===== src/hdl/oale_pkg.sv =====
// Shared types and constants for the ordered array list engine.
// No dependencies; imported by oale_cell, oale_match_encoder and the top level.
package oale_pkg;

   localparam int DEPTH       = 64;
   localparam int KEY_WIDTH   = 32;
   localparam int IDX_W       = $clog2(DEPTH);
   localparam int CNT_W       = $clog2(DEPTH + 1);
   localparam int POS_W       = 7;
   localparam int CFG_W       = 7;
   localparam int KEY_FIELD_W = 32;
   localparam int MPOS_W      = 6;
   localparam int CMP_W       = (CNT_W > POS_W) ? CNT_W : POS_W;
   localparam int GRP         = 8;
   localparam int GRP_IDX_W   = $clog2(GRP);
   localparam int NGRP        = (DEPTH + GRP - 1) / GRP;

   typedef enum logic [2:0] {
      OP_APPEND    = 3'd0,
      OP_INSERT    = 3'd1,
      OP_REMOVE    = 3'd2,
      OP_READ      = 3'd3,
      OP_OVERWRITE = 3'd4,
      OP_SEARCH    = 3'd5,
      OP_CLEAR     = 3'd6
   } op_type;

   // broadcast from the sequencer to every cell
   typedef struct packed {
      logic                 apply;
      op_type               op;
      logic [POS_W-1:0]     pos;
      logic [CNT_W-1:0]     count;
      logic [KEY_WIDTH-1:0] key;
   } cell_cmd_type;

endpackage


===== src/hdl/oale_cell.sv =====
// One list entry: holds a key, shifts to/from its neighbours, compares locally.
// Depends on oale_pkg.
module oale_cell
   import oale_pkg::*;
(
   input  logic                 clock,
   input  cell_cmd_type         cmd,
   input  logic [IDX_W-1:0]     cell_index,
   input  logic [KEY_WIDTH-1:0] lower_key,
   input  logic [KEY_WIDTH-1:0] upper_key,
   output logic [KEY_WIDTH-1:0] key,
   output logic                 match_bit,
   output logic [KEY_WIDTH-1:0] rd_data
);

   logic [KEY_WIDTH-1:0] key_ff;
   logic [KEY_WIDTH-1:0] key_in;
   logic [CMP_W-1:0]     idx_x;
   logic [CMP_W-1:0]     pos_x;
   logic [CMP_W-1:0]     cnt_x;

   assign idx_x = CMP_W'(cell_index);
   assign pos_x = CMP_W'(cmd.pos);
   assign cnt_x = CMP_W'(cmd.count);

   always_comb begin
      key_in = key_ff;
      if (cmd.apply) begin
         unique case (cmd.op)
            OP_APPEND: begin
               if (idx_x == cnt_x) key_in = cmd.key;
            end
            OP_INSERT: begin
               if (idx_x == pos_x) key_in = cmd.key;
               else if (idx_x > pos_x && idx_x <= cnt_x) key_in = lower_key;
            end
            OP_REMOVE: begin
               if (idx_x >= pos_x && (idx_x + CMP_W'(1)) < cnt_x) key_in = upper_key;
            end
            OP_OVERWRITE: begin
               if (idx_x == pos_x) key_in = cmd.key;
            end
            default: ;
         endcase
      end
   end

   always_ff @(posedge clock) begin
      key_ff <= key_in;
   end

   assign key       = key_ff;
   assign match_bit = (key_ff == cmd.key) && (idx_x >= pos_x) && (idx_x < cnt_x);
   assign rd_data   = (idx_x == pos_x) ? key_ff : '0;

endmodule


===== config.mk =====
export PLATFORM = sky130hd
export DESIGN_NAME = oale_cell
export DESIGN_NICKNAME = d
export VERILOG_FILES = /design/src/hdl/oale_pkg.sv /design/src/hdl/oale_cell.sv
export SDC_FILE = /design/constraint.sdc
export NUM_CORES = 1
export LEC_CHECK = 0
export ABC_AREA = 1
export BUFFER_PORTS_ARGS = -buffer_cell sky130_fd_sc_hd__buf_2
export CAP_MARGIN = 20
export CORE_ASPECT_RATIO = 0.9
export CORE_MARGIN = 5
export CORE_UTILIZATION = 31
export DETAILED_ROUTE_END_ITERATION = 7
export GPL_TIMING_DRIVEN = 0
export PLACE_DENSITY_LB_ADDON = 0.12
export SLEW_MARGIN = 5
export SYNTH_ARGS = -nofsm -noshare
export SYNTH_HDL_FRONTEND = slang
export SYNTH_SLANG_ARGS = --single-unit

===== constraint.sdc =====
create_clock -name clock -period 3.13 [get_ports clock]
set_input_delay 0.1565 -clock clock [delete_from_list [all_inputs] [get_ports clock]]
set_output_delay 0.1565 -clock clock [all_outputs]
set_load 0.02 [all_outputs]

==> metrics <==
status=complete, no violations; die area=roughly 13000 sq um; Synth Area in Compound Gates=between 10% and 20%; Die Ht=approximately 110 um; worst slew pin tran=around 0.54 ns; Crit-path slowest cell=nor2_4; antenna-violating nets left=0; PortBufs=about 190; worst path bufs/invs=2; Post-synth EDFFs=32; hold path depth=3; Synth Area in Adders=under 10%; min-delay src=upper_key[7]; clk slew on worst S/H paths=0.06 ns; Crit Path Class=in -> reg; drt initial violations=178; fin crit share=69.8%; sequential share of the synthesized area=between 20 and 30%; Final Hold Fails=0; post-CTS sizing=0; warnings from Yosys=0; vias per inst=roughly 4.7; #FFs+latches synth=32; area grow syn2layout=39.1%; largest family of logic cells by synthesized area=simple AND/OR/NAND/NOR gates; max-cap violations=0; post-layout min period=2.18 ns; first-pass GRT wire length=between 15000 and 20000 um; ant diodes=0; CTS max path bufs=2; CTS root buf=clkbuf_16; io pins=between 150 and 200; Post-CTS Setup Inserts=0; setup violators final=0; H-tree levels=2; Clock Sink Count=32; antenna violations before repair=0; most frequent cells in the layout=buf_2, nand2_1, nor2_1, inv_1, o211ai_1; final wirelength=roughly 12000 um; crit-path cells=buf_2 > ha_1 > nand3_1 > and3b_1 > ha_1 > a21o_1 > nor2_1 > nand2_1 > nand2_1 > nand3_1 > nor2_4 > buf_12; fin nets=just over 800; mapped cell area=approximately 3300 sq um; Tot GR Track Use=18.9%; GRT Residual Overflow=0; vias in the first global route=between 3000 and 4000; post-synth net total=621; FFs w/ async S/R, synth=0%; fmax=~0.46 GHz; crit-path max cell delay=0.30 ns; WL/cell=approximately 15 um; Hold Path Sink=key[7]; CP Capture Type=flop; Max Fanout on Critical Path=25; Post-Synth Simple-Gate Area=28.3%; dpl hpwl=between 9000 and 10000 um; CP top delay family=simple AND/OR/NAND/NOR gates; Die Width=approximately 120 um; drt first pass iters=4; RSZ-0062 raised after global routing=no; post-synthesis mux area share=0%; Distinct cells, synth=24; Max IR drop VDD=between 0.15 and 0.2 mV; crit path DAT=2.16 ns; Post-Syn Instances=480; Util after Layout=44.2%; hold buffer count at cts=0; dpl cell area=roughly 4400 sq um; leading cell type in the layout, fill and taps excluded=buf_2; CP Launch Type=primary input; starting density of the core=between 30% and 40%; DR DRC count=0; Fin Setup TNS=0 ns; Core Box Area=10300 sq um; max_slew headroom=64.1%; max FFs per register=32; layout cell share with drive strength beyond 1=between 30% and 40%; P per Cell Area=around 350 nW/um^2; largest net degree at the start of global routing=26; Final GP Congestion=~0.80; mean post-synth cell area=roughly 6.8 sq um; Leakage=~2.4 nW; Std-Cell Rows=35; vias=approximately 3800; Critical Path RT=3.10 ns; commonest register cell after synthesis=edfxtp_1; Filler Cells Inserted=roughly 1100; CTS buffer count=5; Hold Path Class=in -> reg; Slew Viols, Final=0; TritonCTS clock tree=yes; XOR/XNOR Fraction of Synth Area=under 10%; post-route cell area=between 4000 and 5000 sq um
## cells by family (layout without fill, tap and decap cells)
family	Yosys count	in the layout
flip-flops	32	32
AND/OR/NAND/NOR	229	229
XOR/XNOR	24	24
AO/OA/AOI/OAI	82	82
buffers and inverters	93	287
adder cells (fa/ha/maj)	20	20
## worst max path at each step
stage,start,to,cells past startpoint
after CTS,cell_index[0],key[27],12
after global placement,cell_index[0],key[2],11
after floorplan,cell_index[0],key[0],10
after detailed placement,cell_index[0],key[9],12
final,cell_index[0],key[24],12
after global routing,cell_index[2],key[4],15
## through the flow
stage | std cells | power [mW] | hold slack (ns) | setup WS [ns]
2_1_floorplan | 480 | 0.812 | 0.366 | 0.00735
3_3_place_gp | 794 | 1.00 | 0.456 | -1.09
3_5_place_dp | 795 | 1.01 | 0.459 | 0.646
4_1_cts | 803 | 1.59 | 0.172 | 0.931
5_1_grt | 803 | 1.66 | 0.183 | 0.815
6_report | 803 | 1.57 | 0.174 | 0.946
## where the power goes
| group | total, mW | leakage (nW) | internal [mW] | switching (mW) |
|---|---|---|---|---|
| clock network | 0.573 | 0.0808 | 0.375 | 0.198 |
| logic | 0.447 | 2.05 | 0.184 | 0.263 |
| registers | 0.552 | 0.289 | 0.521 | 0.0308 |
## metal layers
| metal | global-route usage, % | share of wire, % |
|---|---|---|
| met2 | 31.8 | 46 |
| met3 | 4.26 | 6.9 |
| met1 | 24.9 | 46 |
| met5 | 0 | 0 |
| met4 | 3.60 | 0.80 |
## cell usage after synthesis, types with 3 or more instances
cell / n / area (sq um)
nor2_1: 88 / 330
o21ai_0: 29 / 145
o211ai_1: 42 / 315
buf_6: 5 / 56.3
nand3_1: 29 / 145
buf_2: 8 / 40.0
inv_1: 70 / 263
xor2_1: 23 / 201
a21oi_1: 10 / 50.1
nand2_1: 103 / 387
ha_1: 20 / 250
edfxtp_1: 32 / 961
buf_4: 3 / 22.5
clkbuf_1: 5 / 18.8
## cell type report
type                    instances  area [sq um]  share of cell area, %
clock inverters                 2          35.0                  0.770
inverters                      72           270                   5.94
plain buffers                  21           138                   3.02
repair buffers                186           946                   20.8
flip-flops and latches         32           961                   21.1
multi-input cells             355          1910                   42.0
clock buffers                   6           129                   2.83
well taps                     129           161                   3.55
(Power assumes the default switching activity.)
