**src/hdl/oale_pkg.sv**
```systemverilog
// Shared types and constants for the ordered array list engine.
// No dependencies; imported by oale_cell, oale_match_encoder and the top level.
package oale_pkg;

   localparam int DEPTH       = 64;
   localparam int KEY_WIDTH   = 32;
   localparam int IDX_W       = $clog2(DEPTH);
   localparam int CNT_W       = $clog2(DEPTH + 1);
   localparam int POS_W       = 7;
   localparam int CFG_W       = 7;
   localparam int KEY_FIELD_W = 32;
   localparam int MPOS_W      = 6;
   localparam int CMP_W       = (CNT_W > POS_W) ? CNT_W : POS_W;
   localparam int GRP         = 8;
   localparam int GRP_IDX_W   = $clog2(GRP);
   localparam int NGRP        = (DEPTH + GRP - 1) / GRP;

   typedef enum logic [2:0] {
      OP_APPEND    = 3'd0,
      OP_INSERT    = 3'd1,
      OP_REMOVE    = 3'd2,
      OP_READ      = 3'd3,
      OP_OVERWRITE = 3'd4,
      OP_SEARCH    = 3'd5,
      OP_CLEAR     = 3'd6
   } op_type;

   // broadcast from the sequencer to every cell
   typedef struct packed {
      logic                 apply;
      op_type               op;
      logic [POS_W-1:0]     pos;
      logic [CNT_W-1:0]     count;
      logic [KEY_WIDTH-1:0] key;
   } cell_cmd_type;

endpackage

```
**src/hdl/oale_match_encoder.sv**
```systemverilog
// First-match encoder over the cell match vector: registered per-group stage,
// then a final pick across groups. Depends on oale_pkg.
module oale_match_encoder
   import oale_pkg::*;
(
   input  logic              clock,
   input  logic [DEPTH-1:0]  match_vec,
   output logic              found,
   output logic [IDX_W-1:0]  match_pos
);

   logic [NGRP*GRP-1:0]  padded;
   logic                 grp_any_ff [NGRP];
   logic                 grp_any_in [NGRP];
   logic [GRP_IDX_W-1:0] grp_idx_ff [NGRP];
   logic [GRP_IDX_W-1:0] grp_idx_in [NGRP];

   assign padded = (NGRP*GRP)'(match_vec);

   always_comb begin
      for (int g = 0; g < NGRP; g++) begin
         grp_any_in[g] = |padded[g*GRP +: GRP];
         grp_idx_in[g] = '0;
         for (int j = GRP - 1; j >= 0; j--) begin
            if (padded[g*GRP + j]) grp_idx_in[g] = GRP_IDX_W'(j);
         end
      end
   end

   always_ff @(posedge clock) begin
      for (int g = 0; g < NGRP; g++) begin
         grp_any_ff[g] <= grp_any_in[g];
         grp_idx_ff[g] <= grp_idx_in[g];
      end
   end

   always_comb begin
      found     = 1'b0;
      match_pos = '0;
      for (int g = NGRP - 1; g >= 0; g--) begin
         if (grp_any_ff[g]) begin
            found     = 1'b1;
            match_pos = IDX_W'(g*GRP) + IDX_W'(grp_idx_ff[g]);
         end
      end
   end

endmodule
```
**config.mk**
```make
export PLATFORM = sky130hd
export DESIGN_NAME = oale_match_encoder
export DESIGN_NICKNAME = d
export VERILOG_FILES = /design/src/hdl/oale_pkg.sv /design/src/hdl/oale_match_encoder.sv
export SDC_FILE = /design/constraint.sdc
export NUM_CORES = 1
export LEC_CHECK = 0
export BUFFER_PORTS_ARGS = -buffer_cell sky130_fd_sc_hd__buf_4
export CAP_MARGIN = 20
export CORE_AREA = 5 5 71 73
export DETAILED_ROUTE_END_ITERATION = 16
export DIE_AREA = 0 0 76 78
export PLACE_DENSITY_LB_ADDON = 0.3
export SYNTH_ARGS = -nofsm -noshare
export SYNTH_HDL_FRONTEND = slang
export SYNTH_SLANG_ARGS = --single-unit
export TNS_END_PERCENT = 30
```
**constraint.sdc**
```tcl
create_clock -name clock -period 1.8 [get_ports clock]
set_clock_uncertainty 0.15 [all_clocks]
set_input_delay 0.36 -clock clock [delete_from_list [all_inputs] [get_ports clock]]
set_output_delay 0.36 -clock clock [all_outputs]
set_load 0.02 [all_outputs]
```
==> flow_summary.ini, run 1 <==
[run_status]
status = finished with violations
violations = negative setup slack

[global_routing]
antenna_found_initial = 0
grt_pass1_vias = 1526
grt_pass1_wl_um = 6110
overflow = 0
grt_max_degree = 10
grtUsageTotal_pct = 12.4

[power]
p_leak_nw = 1.02
p_per_area_mw_per_mm2 = 682
vdd_drop_max_v = 0.000275

[drt]
drt-initial-drc-count = 45
drc = 0
wire_per_inst_um = 11.2
ant_nets = 0
routed_wl_um = 3560
avgViaCountPerCell = 4.86
first_pass_iters = 4
vias = 1547

[timing]
tightest_slew_ns = 0.425
period_share_pct = 122
min_period_ns = 2.20
fin_ws_ns = -0.396
slew_viol_final = 0
rsz0062_at_grt = true
hold_slack_ns = 0.0975
setup_viol = 7
tns_ns = -1.75
maxSlewHeadroom_pct = 71.4
clock.fmax_mhz = 455
finalHoldViolCount = 0

[yosys]
syn-num-nets = 248
yosys.area.top_type = dfxtp_1
syn_avg_cell_area_um2 = 7.97
ys_seq_area_share_pct = 43.9
synth.most_common_cell = dfxtp_1
synth.cell_area_mm2 = 0.00146
yosys.area.top_type_share_pct = 43.9
postSynthCellCount = 183
synth_cell_types = 23
synthArstFlopShare_pct = 0
ys.flop_type = dfxtp_1
synth_warnings = 0
synth_area_leaders = dfxtp_1 44%, nor3_1 8.6%, nor4_1 6.9%
ys_ff_latch = 32
synthTopCellsByCount = 32 x dfxtp_1, 25 x nor3_1, 19 x inv_1, 16 x a21oi_1, 16 x nor4_1
synth_edf_count = 0

[cells_and_area]
n_fill_cell = 443
diodes = 0
seqCellArea_um2 = 644
drive_gt1_share_pct = 37.2
fin_cells = 318
multi_input_area_um2 = 818
syn2layout_area_growth_pct = 57.0
final_net_count = 331

[floorplanning]
io_pins = 72
rows = 24
fp.coreArea_mm2 = 0.00429
die_w_um = 76
start_util_pct = 33.9
die_area_mm2 = 0.00593
die_y_um = 78

[clock_network]
cts_setup_buffers = 0
clock-sinks = 32
cts_root_buffer = clkbuf_8
h-tree-depth = 2
tritoncts = yes
clockBufferDepth = 2
clk_pin_slew_ns = 0.06
cts_buffers = 5

[place]
place_congestion = 0.754
port-buffer-count = 71
hpwl_um = 3020
placedCellCount = 311
pre_cts_slack_ns = -0.0970

[setup_path]
crit_fanout = 3
worstPathArrival_ns = 1.69
start_kind = register
critPathKind = reg -> out
crit_path_end_kind = output pin
cp.required_ns = 1.29

[min_path]
hold_class = in -> reg

[job]
maxCapViolCount = 0
-- critical path, stage by stage, from the launching register on --
cell	delay (ns)
dfxtp_2	0.32
or2b_4	0.21
o22ai_2	0.07
or4_4	0.50
a31oi_4	0.18
buf_6	0.13
-- report_power, final --
part / internal [mW] / switching, mW
sequential: 0.737 / 0.00966
clock: 0.339 / 0.230
combinational: 0.145 / 0.0993
-- kinds of logic after synthesis --
family | Yosys count | share of synthesized area [%]
buffers and inverters | 20 | 5.15
DFF | 32 | 43.9
AOI/OAI and AO/OA | 42 | 18.1
and+or+nand+nor | 89 | 32.8
-- worst paths after layout --
| path | start | endpoint | cells past startpoint | slack, ns |
|---|---|---|---|---|
| setup / recovery | grp_any_ff[1][1]$_DFF_P_ | match_pos[1] | 5 | -0.40 |
| hold / removal | match_vec[0] | grp_idx_ff[0][0]$_SDFF_PP0_ | 2 | 0.1 |
-- registers in the layout, summed over array words and instances (netlist names) --
| name | count |
|---|---|
| grp_idx_ff | 24 |
| grp_any_ff | 8 |
-- what timing repair did --
item | CTS | global route
resized for setup | 16 | 1
pin swaps | 8 | 5
endpoints found under the setup margin | 7 | 7
hold buffers | 0 | 0
-- cells in the final DEF (no fill, tap or decap), types with 2 or more instances in the layout --
master,instances
buf_4,73
dfxtp_1,29
nor3_1,24
inv_1,19
nor4_1,16
a21oi_1,16
nor2_1,13
nand2_1,11
nor2b_1,8
nand2b_1,8
o21bai_1,8
clkbuf_8,7
o22ai_1,4
buf_6,4
a221oi_1,3
or4_4,3
a22oi_1,3
a31oi_4,3
dfxtp_2,3
o22ai_2,2
-- cell type report --
type                       instances  area share (%)
tap                               52            2.84
inverter                          19            3.12
timing repair buffer              77            25.9
sequential                        32            28.2
clock buffer                       7            4.21
multi-input combinational        131            35.8
-- stage by stage --
step	power (mW)	utilization, %	area, um2
5_1_grt	1.65	53.3	2290
3_5_place_dp	1.00	49.5	2120
4_1_cts	1.58	53.3	2290
6_report	1.56	53.3	2290
3_3_place_gp	0.997	49.5	2120
2_1_floorplan	0.840	-	1490
-- routing by layer --
layer	vias to the layer above	global-route usage, %	wire length, um	part of all wire, %
li1	822	-	-	-
met1	670	12.7	1420	40
met2	45	21.9	1790	50
met3	10	4.28	266	7.5
met4	0	7.30	86	2.4
met5	-	0	0	0
(Power assumes the default switching activity.)
==> run 2, diff against run 1 <==
--- a/config.mk
+++ b/config.mk
@@ -5,11 +5,11 @@
 export SDC_FILE = /design/constraint.sdc
 export NUM_CORES = 1
 export LEC_CHECK = 0
-export BUFFER_PORTS_ARGS = -buffer_cell sky130_fd_sc_hd__buf_4
 export CAP_MARGIN = 20
 export CORE_AREA = 5 5 71 73
 export DETAILED_ROUTE_END_ITERATION = 16
 export DIE_AREA = 0 0 76 78
+export DONT_BUFFER_PORTS = 1
 export PLACE_DENSITY_LB_ADDON = 0.3
 export SYNTH_ARGS = -nofsm -noshare
 export SYNTH_HDL_FRONTEND = slang
==> run 2 against run 1 <==
Effect of this change: the flow still finishes with violations (negative setup slack); final area fell by 17%; die area did not move; combinational power fell by 51%; critical path type unchanged; via count fell by 14%; global-route usage fell by 0.99 points; total power fell by 3.3%.
==> flow_summary.ini, run 2 (synthesis results as in run 1) <==
[global_routing]
antenna_found_initial = 0
grt_pass1_vias = 1391
grt_max_degree = 11
grtUsageTotal_pct = 11.4
grt_pass1_wl_um = 5680
overflow = 0

[cells_and_area]
fin_cells = 261
post-route-util_pct = 44.3
mostFrequentLayoutCell = dfxtp_1
drive_gt1_share_pct = 17.2
top_register = grp_idx_ff
final_net_count = 273
final_cell_area_mm2 = 0.00190
diodes = 0
syn2layout_area_growth_pct = 30.6
mostFrequentLayoutCells = 28 x dfxtp_1, 24 x nor3_1, 19 x inv_1, 16 x nor4_1, 16 x a21oi_1
largest_register_ff_count = 24
top_regs = grp_idx_ff: 24 flops, grp_any_ff: 8 flops

[drt]
avgViaCountPerCell = 5.08
vias = 1327
routed_wl_um = 3380
drt-initial-drc-count = 26
ant_nets = 0
drc = 0
first_pass_iters = 4
wire_per_inst_um = 13.0

[timing]
rsz0062_at_grt = true
setup_viol = 7
tightest_slew_ns = 0.360
clock.fmax_mhz = 454
finalHoldViolCount = 0
fin_ws_ns = -0.402
period_share_pct = 122
maxSlewHeadroom_pct = 75.8
min_period_ns = 2.20
slew_viol_final = 0

[floorplanning]
die_w_um = 76
fp.coreArea_mm2 = 0.00429
die_y_um = 78
start_util_pct = 33.9
io_pins = 72
die_area_mm2 = 0.00593
rows = 24

[job]
maxCapViolCount = 0

[place]
port-buffer-count = 0
placedCellCount = 243
place_congestion = 0.759
hpwl_um = 2800
pre_cts_slack_ns = -0.103
dpl_cell_area_mm2 = 0.00161

[run_status]
violations = negative setup slack
status = finished with violations

[clock_network]
cts_buffers = 5
clk_pin_slew_ns = 0.06
clockBufferDepth = 2
h-tree-depth = 2
tritoncts = yes
clock-sinks = 32
cts_root_buffer = clkbuf_8

[setup_path]
crit_path_end_kind = output pin
critPathKind = reg -> out
cp.required_ns = 1.29
start_kind = register
crit_fanout = 3
worstPathArrival_ns = 1.69

[power]
p_total_mw = 1.51
p_leak_nw = 0.759
p_per_area_mw_per_mm2 = 794
vdd_drop_max_v = 0.000402

[min_path]
hold_class = in -> reg
-- run 2: worst paths after layout --
check,startpoint,endpoint,slack [ns],cells past startpoint
worst max-delay path,grp_any_ff[1][1]$_DFF_P_,match_pos[1],-0.40,5
worst min-delay path,match_vec[40],grp_idx_ff[1][3]$_SDFF_PP0_,0.006,1
-- run 2: metal layers --
| metal | track usage, % | up-vias | share of wire [%] |
|---|---|---|---|
| met1 | 13.0 | 567 | 40 |
| li1 | - | 710 | - |
| met4 | 4.27 | 0 | 1.1 |
| met5 | 0 | - | 0 |
| met2 | 19.3 | 45 | 50 |
| met3 | 4.63 | 5 | 8.9 |
-- run 2: final cells by class --
type	instances	area [um2]
clock buffers	6	72.6
flip-flops and latches	32	646
multi-input cells	131	837
fillers	438	2390
repair buffers	19	176
well taps	52	65.1
inverters	19	71.3
clock inverters	2	35.0
-- run 2: critical path, stage by stage (launching register included) --
cell and delay (ns):
dfxtp_2 0.32, or2b_4 0.21, o22ai_2 0.06, or4_4 0.52, a31oi_4 0.18, buf_6 0.14
-- run 2: where the power goes --
| group | switching (mW) | internal [mW] | leakage [nW] |
|---|---|---|---|
| Combinational | 0.0499 | 0.0687 | 0.442 |
| Sequential | 0.0102 | 0.737 | 0.261 |
| Clock | 0.235 | 0.410 | 0.0552 |
-- run 2: timing repair --
action                     in CTS  in global routing
gates resized for setup        17                  6
pin swaps                       9                  7
hold endpoints to repair        9                  1
setup endpoints to repair       7                  7
hold buffers                    8                  1
buffers inserted                1                  0
-- run 2: metrics by stage --
| stage | setup TNS (ns) | hold slack, ns |
|---|---|---|
| floorplan | -0.0287 | 0.279 |
| global placement | -0.144 | 0.286 |
| detailed placement | -0.240 | 0.282 |
| CTS | -1.59 | 0.00116 |
| global route | -1.86 | 0.00261 |
| finish | -1.53 | 0.00582 |
==> run 3, diff against run 2 <==
--- a/config.mk
+++ b/config.mk
@@ -11,6 +11,7 @@
 export DIE_AREA = 0 0 76 78
 export DONT_BUFFER_PORTS = 1
 export PLACE_DENSITY_LB_ADDON = 0.3
+export SETUP_SLACK_MARGIN = 0.2
 export SYNTH_ARGS = -nofsm -noshare
 export SYNTH_HDL_FRONTEND = slang
 export SYNTH_SLANG_ARGS = --single-unit
==> run 3 against run 2 <==
Effect of this change: critical path depth is 1 lower; sequential power hardly changed; the flow still finishes with violations (negative setup slack); clock power is 16% lower.
==> flow_summary.ini, run 3 (synthesis results as in run 1) <==
[timing]
tns_ns = -0.964
setup_viol = 6
maxSlewHeadroom_pct = 73.9
clock.fmax_mhz = 479
min_period_ns = 2.09
slew_viol_final = 0
period_share_pct = 116
tightest_slew_ns = 0.387
rsz0062_at_grt = true
fin_ws_ns = -0.286
finalHoldViolCount = 0

[run_status]
violations = negative setup slack
status = finished with violations

[setup_path]
crit_family = simple AND/OR/NAND/NOR gates
cp.required_ns = 1.29
cp_slowest_cell = or4_4
start_kind = register
critPathMaxStageDelay_ns = 0.50
crit_fanout = 3
crit_chain = or2b_2, o22ai_1, or4_4, a31oi_4
crit_cells = 4
cp_num_buf_inv = 0
crit_start = grp_any_ff[1][1]$_DFF_P_
worstSetupEndpoint = match_pos[0]
crit_path_end_kind = output pin
worstPathArrival_ns = 1.58
critPathKind = reg -> out

[clock_network]
cts_buffers = 5
clockBufferDepth = 2
cts_root_buffer = clkbuf_8
tritoncts = yes
clk_pin_slew_ns = 0.06
clock-sinks = 32
cts_setup_buffers = 0
h-tree-depth = 2

[global_routing]
grt_max_degree = 10
grtUsageTotal_pct = 11.7
grt_pass1_wl_um = 5540
overflow = 0
grt_pass1_vias = 1357
antenna_found_initial = 0

[drt]
routed_wl_um = 3550
first_pass_iters = 6
met2WireLength_um = 1650
drc = 0
met3_length_um = 435
top_layer_used = met4
vias = 1388
ant_nets = 0
wire_per_inst_um = 13.2
drt-met1-wl_um = 1430
avgViaCountPerCell = 5.18
drt-initial-drc-count = 22

[min_path]
hold_class = in -> reg

[floorplanning]
rows = 24
start_util_pct = 33.9
die_w_um = 76
io_pins = 72
die_y_um = 78
fp.coreArea_mm2 = 0.00429
die_area_mm2 = 0.00593

[place]
port-buffer-count = 0
placedCellCount = 241
hpwl_um = 2850
pre_cts_slack_ns = -0.0316
place_congestion = 0.769

[cells_and_area]
diodes = 0
drive_gt1_share_pct = 13.4
mostFrequentLayoutCells = 29 x dfxtp_1, 24 x nor3_1, 19 x inv_1, 19 x dlygate4sd3_1
mostFrequentLayoutCell = dfxtp_1
syn2layout_area_growth_pct = 32.8
largest_register_ff_count = 24
fin_cells = 268
top_regs = grp_idx_ff: 24 flops, grp_any_ff: 8 flops
final_net_count = 280
top_register = grp_idx_ff

[power]
p_leak_nw = 0.772
vdd_drop_max_v = 0.000269
p_total_mw = 1.42
p_per_area_mw_per_mm2 = 732

[job]
maxCapViolCount = 0
[run 3: per-stage QoR]
| stage | hold slack, ns | utilization (%) | area, um2 |
|---|---|---|---|
| after floorplan | 0.279 | - | 1510 |
| after global placement | 0.286 | 37.9 | 1630 |
| after detailed placement | 0.284 | 37.9 | 1630 |
| after CTS | 0.000328 | 42.7 | 1830 |
| after global routing | 0.00262 | 45.1 | 1940 |
| final | 0.0205 | 45.1 | 1940 |
[run 3: worst min path at each step]
| stage | startpoint | end | cells after the start |
|---|---|---|---|
| 3_5_place_dp | match_vec[56] | grp_idx_ff[1][9]$_SDFF_PP0_ | 1 |
| 2_1_floorplan | match_vec[0] | grp_idx_ff[0][0]$_SDFF_PP0_ | 1 |
| 5_1_grt | match_vec[57] | grp_idx_ff[1][10]$_SDFF_PP0_ | 1 |
| 6_report | match_vec[57] | grp_idx_ff[1][10]$_SDFF_PP0_ | 1 |
| 3_3_place_gp | match_vec[24] | grp_idx_ff[0][9]$_SDFF_PP0_ | 1 |
| 4_1_cts | match_vec[1] | grp_idx_ff[0][1]$_SDFF_PP0_ | 1 |
[run 3: layout make-up]
cell class	count	area [um2]
Fill cell	434	2360
Timing Repair Buffer	26	243
Sequential cell	32	644
Clock buffer	8	90.1
Inverter	19	71.3
Tap cell	52	65.1
Multi-Input combinational cell	131	822
[run 3: repair_timing]
item                                    4_1_cts  5_1_grt
pin swaps                                     3        1
hold endpoints to repair                     12        6
hold buffers                                 10        9
endpoints found under the setup margin        7        7
resized for setup                             8        3
[run 3: power by group]
part           total, mW  switching, mW  internal [mW]
clock network      0.539          0.228          0.311
logic              0.132         0.0529         0.0786
registers          0.746        0.00947          0.737
[run 3: layer usage]
metal	up-vias	track usage [%]
met1	607	12.3
met3	4	8.33
met5	-	0
met2	55	17.9
met4	0	4.80
li1	722	-
